## config.mk

```make
export PLATFORM = sky130hd
export DESIGN_NAME = rgb_hue_rotation_via_hsv_core
export DESIGN_NICKNAME = d
export VERILOG_FILES = /design/src/sv/rhhsv_pkg.sv /design/src/sv/rhhsv_div.sv /design/src/sv/rgb_hue_rotation_via_hsv_core.sv
export SDC_FILE = /design/constraint.sdc
export NUM_CORES = 2
export LEC_CHECK = 0
export BUFFER_PORTS_ARGS = -buffer_cell sky130_fd_sc_hd__buf_2
export CAP_MARGIN = 10
export CORE_AREA = 5 5 491 493
export CTS_BUF_LIST = sky130_fd_sc_hd__clkbuf_4
export DETAILED_ROUTE_END_ITERATION = 10
export DIE_AREA = 0 0 496 498
export GPL_TIMING_DRIVEN = 0
export SLEW_MARGIN = 0
export SYNTH_ARGS = -nofsm -noshare
export SYNTH_HDL_FRONTEND = slang
export SYNTH_SLANG_ARGS = --single-unit
```

## constraint.sdc

```tcl
create_clock -name i_clk -period 63.5 [get_ports i_clk]
set_input_delay 9.525 -clock i_clk [delete_from_list [all_inputs] [get_ports i_clk]]
set_output_delay 9.525 -clock i_clk [all_outputs]
set_load 0.02 [all_outputs]
```

## src/sv/rhhsv_pkg.sv

```systemverilog
`timescale 1ns / 1ps
package rhhsv_pkg;

    // default number of fraction bits of the hue format
    localparam int HUE_FRAC_BITS_DEF = 6;

    localparam int HUE_STEP_W = 15;
    localparam logic [HUE_STEP_W-1:0] HUE_STEP_RST = 15'd320;

    // source pixel
    typedef struct packed {
        logic [7:0] in_red;
        logic [7:0] in_green;
        logic [7:0] in_blue;
    } t_pix_in;

    // source HSV triple and rotated pixel
    typedef struct packed {
        logic [14:0] hue_angle;
        logic [7:0]  saturation_frac;
        logic [7:0]  value_level;
        logic [7:0]  out_red;
        logic [7:0]  out_green;
        logic [7:0]  out_blue;
    } t_pix_out;

    // values that ride along with the dividers
    typedef struct packed {
        logic [7:0] mx;
        logic       dl_zero;
        logic       mx_zero;
    } t_div_side;

endpackage

```

## src/sv/rhhsv_div.sv

```systemverilog
`timescale 1ns / 1ps
module rhhsv_div #(
    parameter int NW = 23
) (
    input  logic                  i_clk,
    input  logic                  i_rst_n,
    input  logic                  i_en,
    input  logic                  i_vld,
    input  logic [NW-1:0]         i_num_a,
    input  logic [7:0]            i_den_a,
    input  logic [NW-1:0]         i_num_b,
    input  logic [7:0]            i_den_b,
    input  rhhsv_pkg::t_div_side  i_side,
    output logic                  o_vld,
    output logic [NW-1:0]         o_quo_a,
    output logic [NW-1:0]         o_quo_b,
    output rhhsv_pkg::t_div_side  o_side
);
    import rhhsv_pkg::*;

    // one restoring step per stage, two dividers in lockstep
    logic [NW-1:0] w_acc_a [NW+1];
    logic [NW-1:0] w_acc_b [NW+1];
    logic [7:0]    w_rem_a [NW+1];
    logic [7:0]    w_rem_b [NW+1];
    logic [7:0]    w_den_a [NW+1];
    logic [7:0]    w_den_b [NW+1];
    t_div_side     w_side  [NW+1];
    logic          w_vld   [NW+1];

    assign w_acc_a[0] = i_num_a;
    assign w_acc_b[0] = i_num_b;
    assign w_rem_a[0] = 8'd0;
    assign w_rem_b[0] = 8'd0;
    assign w_den_a[0] = i_den_a;
    assign w_den_b[0] = i_den_b;
    assign w_side[0]  = i_side;
    assign w_vld[0]   = i_vld;

    for (genvar j = 0; j < NW; j++) begin : g_step
        logic [8:0]    n_ta, n_tb;
        logic          n_ga, n_gb;
        logic [NW-1:0] r_acc_a, r_acc_b;
        logic [7:0]    r_rem_a, r_rem_b, r_den_a, r_den_b;
        t_div_side     r_side;
        logic          r_vld;

        // shift in the next numerator bit and try to subtract
        always_comb begin
            n_ta = {w_rem_a[j], w_acc_a[j][NW-1]};
            n_tb = {w_rem_b[j], w_acc_b[j][NW-1]};
            n_ga = n_ta >= {1'b0, w_den_a[j]};
            n_gb = n_tb >= {1'b0, w_den_b[j]};
        end

        always_ff @(posedge i_clk) begin
            if (!i_rst_n) begin
                r_vld <= 1'b0;
            end else if (i_en) begin
                r_vld <= w_vld[j];
            end
        end

        always_ff @(posedge i_clk) begin
            if (i_en) begin
                r_acc_a <= {w_acc_a[j][NW-2:0], n_ga};
                r_acc_b <= {w_acc_b[j][NW-2:0], n_gb};
                r_rem_a <= n_ga ? 8'(n_ta - {1'b0, w_den_a[j]}) : n_ta[7:0];
                r_rem_b <= n_gb ? 8'(n_tb - {1'b0, w_den_b[j]}) : n_tb[7:0];
                r_den_a <= w_den_a[j];
                r_den_b <= w_den_b[j];
                r_side  <= w_side[j];
            end
        end

        assign w_acc_a[j+1] = r_acc_a;
        assign w_acc_b[j+1] = r_acc_b;
        assign w_rem_a[j+1] = r_rem_a;
        assign w_rem_b[j+1] = r_rem_b;
        assign w_den_a[j+1] = r_den_a;
        assign w_den_b[j+1] = r_den_b;
        assign w_side[j+1]  = r_side;
        assign w_vld[j+1]   = r_vld;
    end

    assign o_vld   = w_vld[NW];
    assign o_quo_a = w_acc_a[NW];
    assign o_quo_b = w_acc_b[NW];
    assign o_side  = w_side[NW];

endmodule

```

## src/sv/rgb_hue_rotation_via_hsv_core.sv

```systemverilog
`timescale 1ns / 1ps
// Hue rotation of an RGB pixel stream through HSV.
// Input channel: i_in_valid / o_in_ready with one 8-bit RGB pixel per item.
// Output channel: o_out_valid / i_out_ready with the source hue (degrees
// times 2^HUE_FRAC_BITS), saturation (Q0.8), value, and the pixel after the
// hue has been advanced by hue_step and wrapped at 360 degrees.
// hue_step is written through the APB port at byte address 0; pready is
// always high and reads with paddr[2] clear return the register.
// Throughput: one item per clock while the output is not stalled. The hue
// divider is bit-per-stage, with depth equal to the numerator width, and
// sits between two front and eight back stages.
// The whole pipeline advances together whenever the output register is
// empty or being taken, so a stalled receiver freezes every stage and no
// item is lost or repeated; o_in_ready drops during the stall.
// Reset empties the pipeline and sets hue_step to 320 (5 degrees).
module rgb_hue_rotation_via_hsv_core #(
    parameter int HUE_FRAC_BITS = rhhsv_pkg::HUE_FRAC_BITS_DEF
) (
    input  logic                i_clk,
    input  logic                i_rst_n,
    input  logic                i_in_valid,
    output logic                o_in_ready,
    input  rhhsv_pkg::t_pix_in  i_in_data,
    output logic                o_out_valid,
    input  logic                i_out_ready,
    output rhhsv_pkg::t_pix_out o_out_data,
    input  logic                psel,
    input  logic                penable,
    input  logic                pwrite,
    input  logic [2:0]          paddr,
    input  logic [31:0]         pwdata,
    output logic [31:0]         prdata,
    output logic                pready
);
    import rhhsv_pkg::*;

    localparam int F    = HUE_FRAC_BITS;
    localparam int P    = 60 << F;
    localparam int FT   = 360 << F;
    localparam int HW   = $clog2(FT);
    localparam int PW   = $clog2(P + 1);
    localparam int NUMW = HW + 8;
    localparam int XW   = ((HW > HUE_STEP_W) ? HW : HUE_STEP_W) + 1;
    localparam int YW   = XW - 3 - F;
    localparam int RECIP45 = 23301;
    localparam int RECIP15 = 4369;
    localparam logic REG_HUE_STEP = 1'b0;

    typedef enum logic [1:0] {BASE_ZERO, BASE_TURN, BASE_TWO, BASE_FOUR} t_base;
    typedef enum logic [2:0] {SECT_0, SECT_1, SECT_2, SECT_3, SECT_4, SECT_5} t_sector;

    logic en;
    logic [HUE_STEP_W-1:0] r_hue_step;

    // configuration register
    assign pready = 1'b1;
    always_ff @(posedge i_clk) begin
        if (!i_rst_n) begin
            r_hue_step <= HUE_STEP_RST;
        end else if (psel && penable && pwrite && paddr[2] == REG_HUE_STEP) begin
            r_hue_step <= pwdata[HUE_STEP_W-1:0];
        end
    end
    assign prdata = (paddr[2] == REG_HUE_STEP) ? {{(32-HUE_STEP_W){1'b0}}, r_hue_step} : '0;

    // advance all stages when the output register frees up
    logic r_out_vld;
    assign en          = !r_out_vld || i_out_ready;
    assign o_in_ready  = en;
    assign o_out_valid = r_out_vld;

    // stage A: max, min, delta and sector of the hue formula
    logic [7:0]        n_mx, n_mn;
    t_base             n_base;
    logic signed [8:0] n_diff;
    logic              r_a_vld;
    logic [7:0]        r_a_mx, r_a_dl;
    t_base             r_a_base;
    logic signed [8:0] r_a_diff;

    always_comb begin
        n_mx = i_in_data.in_red;
        n_mn = i_in_data.in_red;
        if (i_in_data.in_green > n_mx) n_mx = i_in_data.in_green;
        if (i_in_data.in_blue > n_mx)  n_mx = i_in_data.in_blue;
        if (i_in_data.in_green < n_mn) n_mn = i_in_data.in_green;
        if (i_in_data.in_blue < n_mn)  n_mn = i_in_data.in_blue;
        if (n_mx == i_in_data.in_red) begin
            n_base = (i_in_data.in_green >= i_in_data.in_blue) ? BASE_ZERO : BASE_TURN;
            n_diff = $signed({1'b0, i_in_data.in_green}) - $signed({1'b0, i_in_data.in_blue});
        end else if (n_mx == i_in_data.in_green) begin
            n_base = BASE_TWO;
            n_diff = $signed({1'b0, i_in_data.in_blue}) - $signed({1'b0, i_in_data.in_red});
        end else begin
            n_base = BASE_FOUR;
            n_diff = $signed({1'b0, i_in_data.in_red}) - $signed({1'b0, i_in_data.in_green});
        end
    end

    always_ff @(posedge i_clk) begin
        if (!i_rst_n) begin
            r_a_vld <= 1'b0;
        end else if (en) begin
            r_a_vld <= i_in_valid;
        end
    end
    always_ff @(posedge i_clk) begin
        if (en) begin
            r_a_mx   <= n_mx;
            r_a_dl   <= 8'(n_mx - n_mn);
            r_a_base <= n_base;
            r_a_diff <= n_diff;
        end
    end

    // stage B: hue numerator base*delta + P*diff
    logic [HW-1:0]        n_base_v;
    logic [HW+7:0]        n_prod;
    logic signed [PW+9:0] n_pd;
    logic signed [HW+9:0] n_num;
    logic                 r_b_vld;
    logic [NUMW-1:0]      r_b_num;
    logic [7:0]           r_b_mx, r_b_dl;

    always_comb begin
        case (r_a_base)
            BASE_ZERO: n_base_v = '0;
            BASE_TURN: n_base_v = HW'(FT);
            BASE_TWO:  n_base_v = HW'(2 * P);
            BASE_FOUR: n_base_v = HW'(4 * P);
            default:   n_base_v = '0;
        endcase
        n_prod = n_base_v * r_a_dl;
        n_pd   = $signed({1'b0, PW'(P)}) * r_a_diff;
        n_num  = $signed({2'b00, n_prod}) + (HW+10)'(n_pd);
    end

    always_ff @(posedge i_clk) begin
        if (!i_rst_n) begin
            r_b_vld <= 1'b0;
        end else if (en) begin
            r_b_vld <= r_a_vld;
        end
    end
    always_ff @(posedge i_clk) begin
        if (en) begin
            r_b_num <= n_num[NUMW-1:0];
            r_b_mx  <= r_a_mx;
            r_b_dl  <= r_a_dl;
        end
    end

    // hue and saturation dividers
    t_div_side       n_side, d_side;
    logic            d_vld;
    logic [NUMW-1:0] d_quo_a, d_quo_b;

    assign n_side = '{mx: r_b_mx, dl_zero: (r_b_dl == 8'd0), mx_zero: (r_b_mx == 8'd0)};

    rhhsv_div #(.NW(NUMW)) u_div (
        .i_clk   (i_clk),
        .i_rst_n (i_rst_n),
        .i_en    (en),
        .i_vld   (r_b_vld),
        .i_num_a (r_b_num),
        .i_den_a (r_b_dl),
        .i_num_b (NUMW'({r_b_dl, 8'd0})),
        .i_den_b (r_b_mx),
        .i_side  (n_side),
        .o_vld   (d_vld),
        .o_quo_a (d_quo_a),
        .o_quo_b (d_quo_b),
        .o_side  (d_side)
    );

    // P1: grey and black cases, clamp saturation, add hue step
    logic [HW-1:0] n_hue;
    logic [7:0]    n_sat;
    logic          r1_vld;
    logic [XW-1:0] r1_x;
    t_pix_out      r1_hsv;

    always_comb begin
        n_hue = d_side.dl_zero ? '0 : d_quo_a[HW-1:0];
        if (d_side.mx_zero)         n_sat = 8'd0;
        else if (|d_quo_b[NUMW-1:8]) n_sat = 8'd255;
        else                        n_sat = d_quo_b[7:0];
    end

    always_ff @(posedge i_clk) begin
        if (!i_rst_n) begin
            r1_vld <= 1'b0;
        end else if (en) begin
            r1_vld <= d_vld;
        end
    end
    always_ff @(posedge i_clk) begin
        if (en) begin
            r1_x   <= XW'(n_hue) + XW'(r_hue_step);
            r1_hsv <= '{hue_angle: 15'(n_hue), saturation_frac: n_sat,
                        value_level: d_side.mx, default: '0};
        end
    end

    // P2: estimate turns by reciprocal of 45 on x / 2^(3+F)
    logic [YW+14:0] n_rq;
    logic           r2_vld;
    logic [7:0]     r2_q;
    logic [XW-1:0]  r2_x;
    t_pix_out       r2_hsv;

    assign n_rq = r1_x[XW-1:3+F] * 15'(RECIP45);

    always_ff @(posedge i_clk) begin
        if (!i_rst_n) begin
            r2_vld <= 1'b0;
        end else if (en) begin
            r2_vld <= r1_vld;
        end
    end
    always_ff @(posedge i_clk) begin
        if (en) begin
            r2_q   <= 8'(n_rq >> 20);
            r2_x   <= r1_x;
            r2_hsv <= r1_hsv;
        end
    end

    // P3: subtract whole turns, correct by one turn
    logic [XW-1:0] n_h0;
    logic [HW-1:0] n_h;
    logic          r3_vld;
    logic [HW-1:0] r3_h;
    t_pix_out      r3_hsv;

    always_comb begin
        n_h0 = r2_x - XW'(r2_q * FT);
        n_h  = (n_h0 >= XW'(FT)) ? HW'(n_h0 - XW'(FT)) : HW'(n_h0);
    end

    always_ff @(posedge i_clk) begin
        if (!i_rst_n) begin
            r3_vld <= 1'b0;
        end else if (en) begin
            r3_vld <= r2_vld;
        end
    end
    always_ff @(posedge i_clk) begin
        if (en) begin
            r3_h   <= n_h;
            r3_hsv <= r2_hsv;
        end
    end

    // P4: sector and weight inside it
    logic [2:0]    n_k;
    logic [HW-1:0] n_q;
    logic          r4_vld;
    t_sector       r4_sec;
    logic [PW-1:0] r4_w;
    t_pix_out      r4_hsv;

    always_comb begin
        n_k = 3'd0;
        for (int s = 1; s < 6; s++) begin
            if (r3_h >= HW'(s * P)) n_k = 3'(s);
        end
        n_q = r3_h - HW'(n_k * P);
    end

    always_ff @(posedge i_clk) begin
        if (!i_rst_n) begin
            r4_vld <= 1'b0;
        end else if (en) begin
            r4_vld <= r3_vld;
        end
    end
    always_ff @(posedge i_clk) begin
        if (en) begin
            r4_sec <= t_sector'(n_k);
            r4_w   <= n_k[0] ? PW'(PW'(P) - PW'(n_q)) : PW'(n_q);
            r4_hsv <= r3_hsv;
        end
    end

    // P5: s*(P-w) and the min channel
    logic [16:0]   n_lo;
    logic          r5_vld;
    t_sector       r5_sec;
    logic [PW+7:0] r5_t;
    logic [7:0]    r5_lo;
    t_pix_out      r5_hsv;

    assign n_lo = r4_hsv.value_level * (9'd256 - {1'b0, r4_hsv.saturation_frac});

    always_ff @(posedge i_clk) begin
        if (!i_rst_n) begin
            r5_vld <= 1'b0;
        end else if (en) begin
            r5_vld <= r4_vld;
        end
    end
    always_ff @(posedge i_clk) begin
        if (en) begin
            r5_sec <= r4_sec;
            r5_t   <= r4_hsv.saturation_frac * (PW'(P) - r4_w);
            r5_lo  <= n_lo[15:8];
            r5_hsv <= r4_hsv;
        end
    end

    // P6: V * (256P - s*(P-w))
    logic           r6_vld;
    t_sector        r6_sec;
    logic [PW+15:0] r6_m;
    logic [7:0]     r6_lo;
    t_pix_out       r6_hsv;

    always_ff @(posedge i_clk) begin
        if (!i_rst_n) begin
            r6_vld <= 1'b0;
        end else if (en) begin
            r6_vld <= r5_vld;
        end
    end
    always_ff @(posedge i_clk) begin
        if (en) begin
            r6_sec <= r5_sec;
            r6_m   <= r5_hsv.value_level * ((PW+8)'(P << 8) - r5_t);
            r6_lo  <= r5_lo;
            r6_hsv <= r5_hsv;
        end
    end

    // P7: divide by 2^(10+F), then estimate /15 by reciprocal
    logic [11:0] n_y2;
    logic [24:0] n_p2;
    logic        r7_vld;
    t_sector     r7_sec;
    logic [11:0] r7_y2;
    logic [8:0]  r7_q2;
    logic [7:0]  r7_lo;
    t_pix_out    r7_hsv;

    always_comb begin
        n_y2 = 12'(r6_m >> (10 + F));
        n_p2 = n_y2 * 13'(RECIP15);
    end

    always_ff @(posedge i_clk) begin
        if (!i_rst_n) begin
            r7_vld <= 1'b0;
        end else if (en) begin
            r7_vld <= r6_vld;
        end
    end
    always_ff @(posedge i_clk) begin
        if (en) begin
            r7_sec <= r6_sec;
            r7_y2  <= n_y2;
            r7_q2  <= n_p2[24:16];
            r7_lo  <= r6_lo;
            r7_hsv <= r6_hsv;
        end
    end

    // P8: correct the middle channel and order channels by sector
    logic [11:0] n_rem;
    logic [7:0]  n_mid, n_v;
    t_pix_out    n_out;
    t_pix_out    r_out;

    always_comb begin
        n_rem = r7_y2 - 12'(r7_q2 * 15);
        n_mid = (n_rem >= 12'd15) ? 8'(r7_q2 + 9'd1) : r7_q2[7:0];
        n_v   = r7_hsv.value_level;
        n_out = r7_hsv;
        case (r7_sec)
            SECT_0:  {n_out.out_red, n_out.out_green, n_out.out_blue} = {n_v, n_mid, r7_lo};
            SECT_1:  {n_out.out_red, n_out.out_green, n_out.out_blue} = {n_mid, n_v, r7_lo};
            SECT_2:  {n_out.out_red, n_out.out_green, n_out.out_blue} = {r7_lo, n_v, n_mid};
            SECT_3:  {n_out.out_red, n_out.out_green, n_out.out_blue} = {r7_lo, n_mid, n_v};
            SECT_4:  {n_out.out_red, n_out.out_green, n_out.out_blue} = {n_mid, r7_lo, n_v};
            SECT_5:  {n_out.out_red, n_out.out_green, n_out.out_blue} = {n_v, r7_lo, n_mid};
            default: {n_out.out_red, n_out.out_green, n_out.out_blue} = {n_v, r7_lo, n_mid};
        endcase
    end

    always_ff @(posedge i_clk) begin
        if (!i_rst_n) begin
            r_out_vld <= 1'b0;
        end else if (en) begin
            r_out_vld <= r7_vld;
        end
    end
    always_ff @(posedge i_clk) begin
        if (en) begin
            r_out <= n_out;
        end
    end

    assign o_out_data = r_out;

endmodule
```

==> metrics.txt <==
status=finished, final reports clean; Avg Inst Size Synth=12.9 um2; Sink Count=1764; clock tree root driver cell=clkbuf_4; Area after DPL=98700 um2; max-cap violations=0; cts hold-fix bufs=0; Fin Hold WS=0.292 ns; post-layout min period=22.89 ns; Worst-Margin Slew=1.07 ns; Cells after Synth=7292; GR peak layer=met2; total grt overflow=0; first-pass GRT wire length=272000 um; RSZ-0062 raised after global routing=no; most frequent cells in the layout=edfxtp_1, inv_1, ha_1; Slowest-stage cell, CP=buf_16; Pre-Repair DR Iteration Count=8; fin util=44.2%; final hold violations=0; Mapped Area=93800 um2; Layout area overhead=11.3%; kind of end point of the critical path=output port; Worst Path Arrival=13.36 ns; fillers=21700; commonest non-fill, non-tap cell in the layout=edfxtp_1; Crit Path Max Fanout=181; CP delay by family, top=buffers and inverters; top cell type by total area after synthesis=edfxtp_1; final antenna-violating net count=0; WL/cell=14.3 um; Async SR Flop Fraction=0%; Crit Path Category=in -> out; Final #Nets=9083; core area=237000 um2; TritonCTS clock tree=done; top post-synthesis cells by area=edfxtp_1, ha_1, fa_1; CTS max path bufs=4; Initial Utilization=39.7%; Setup-failing EPs final=0; met1 GRT Util=15.3%; Layout Skew=0.146 ns; CTS H-tree lvls=5; met2 global-route usage=23.4%; Clock Latency Late Sink=1.34 ns; GRT Total Usage=13.3%; GPL Wtd Cong=0.868; detailed-route DRC error count=0; Max-slew headroom=28.8%; crit-path most repeated cell=buf_16; Hold WC Path Type=reg -> reg; clock slew at reported path FFs=0.06 ns; vias in the first global route=57000; Post-synth EDFFs=1716; Final Cell Area=104000 um2; Req. time, crit path=53.97 ns; CP cell instances=buf_2 -> nor2b_1 -> clkbuf_1 -> inv_1 -> buf_16 -> buf_16 -> buf_16 -> buf_16 -> buf_2; Yosys top cell area share=54.9%; commonest register cell after synthesis=edfxtp_1; routing usage on met3=2.74%; delay of the slowest critical-path stage=0.65 ns; share of cells above drive strength 1=13.6%; register area share after synthesis=55.9%; Netlist cell types=84; synth warn=0; post-placement cell count=10600; vias per cell=4.74; Finished Layout Cells=11400; Register Area=52500 um2; die span in x=496 um; area of the multi-input gates=36600 um2; CP startpoint kind=input port; Post-CTS Setup Inserts=0; # port buffers=117; period utilisation layout=36.0%; die area=247000 um2; Rows=179; starting DRC count in detailed routing=2828; Synth Register Bits=1764; largest net degree at the start of global routing=194; fmax=43.7 MHz; post-CTS sizing=0; Vias=54000; IO Count=156; initial antenna violation count=4; detailed placer's ending HPWL=117000 um; Die H=498 um; WL final=162000 um; total CTS buffers=465; worst path bufs/invs=8; Final Slew Violations=0
==> cells by family (layout without fill, tap and decap cells) <==
logic type / after synthesis / in the layout / synth area share [%]
AOI/OAI and AO/OA: 888 / 888 / 6.01
xor gates and xnor gates: 340 / 340 / 3.18
adders and majority gates: 1113 / 1113 / 17.9
buffers and inverters: 1266 / 2180 / 5.15
DFF: 1764 / 1764 / 55.9
muxes: 306 / 306 / 3.56
other: 2 / 28 / 0.00800
and+or+nand+nor: 1613 / 1613 / 8.23
==> final timing paths <==
check	slack, ns	to	cells past startpoint	startpoint
worst max-delay path	40.61	o_in_ready	9	i_out_ready
worst min-delay path	0.29	u_div.g_step[10].r_side[1]	0	u_div.g_step[9].r_side[1]
worst max register to register	56.23	r5_t[18]	20	r4_w[0]
worst min register to register	0.29	u_div.g_step[10].r_side[1]	0	u_div.g_step[9].r_side[1]
==> state kept, by name, summed over array words and instances, names as in the netlist, 55 cells and up <==
signal                flops
u_div.g_step.r_den_b     56
u_div.g_step.r_rem_b    176
o_out_data               55
u_div.g_step.r_acc_b    245
u_div.g_step.r_side     150
u_div.g_step.r_rem_a    176
u_div.g_step.r_acc_a    210
u_div.g_step.r_den_a    176
==> synthesized netlist by cell type (5+ instances only) <==
cell and instances:
edfxtp_1 1716, inv_1 1176, ha_1 728, nor2_1 488, nand2_1 444, fa_1 384, o21ai_0 301, xnor2_1 222
mux2_2 217, and2_1 211, a21boi_0 186, a21oi_1 153, nor2b_1 143, xor2_1 117, mux2i_1 88, nand4_1 80
a21o_1 70, nand2b_1 68, clkbuf_1 63, nand3_1 55, dfxtp_1 48, a311oi_1 43, nor3_1 35, buf_4 20
a211oi_1 18, nor2_2 15, o21a_1 15, a31oi_1 14, nor4_1 14, or3_1 14, and3_1 12, o211ai_1 10
o21bai_1 9, o22ai_1 8, a221o_1 7, o21ai_1 7, o2111ai_1 6, o31ai_1 5, or2_2 5, or4_1 5
==> metal layers <==
metal | routed length [um] | vias up
met2 | 82500 | 1020
met3 | 6510 | 455
li1 | - | 26600
met4 | 6740 | 2
met5 | 7 | -
met1 | 66700 | 25900
==> layout make-up <==
| class | count | area share [%] |
|---|---|---|
| clock buffers | 673 | 4.84 |
| well taps | 3167 | 3.79 |
| inverters | 1177 | 4.23 |
| multi-input cells | 4281 | 35.0 |
| clock inverters | 114 | 0.607 |
| flip-flops and latches | 1764 | 50.3 |
| repair buffers | 127 | 0.803 |
| plain buffers | 89 | 0.417 |
| diodes | 7 | 0.0168 |
==> metrics by stage <==
step	setup TNS (ns)	worst slack, ns
floorplan	0	3.43
global placement	-7507.32	-17.41
detailed placement	0	40.56
CTS	0	40.57
global route	0	40.29
finish	0	40.61
Power is left out: the tool's default activity adds up to more than one toggle a clock period on the data nets, which glitch-free logic cannot reach.
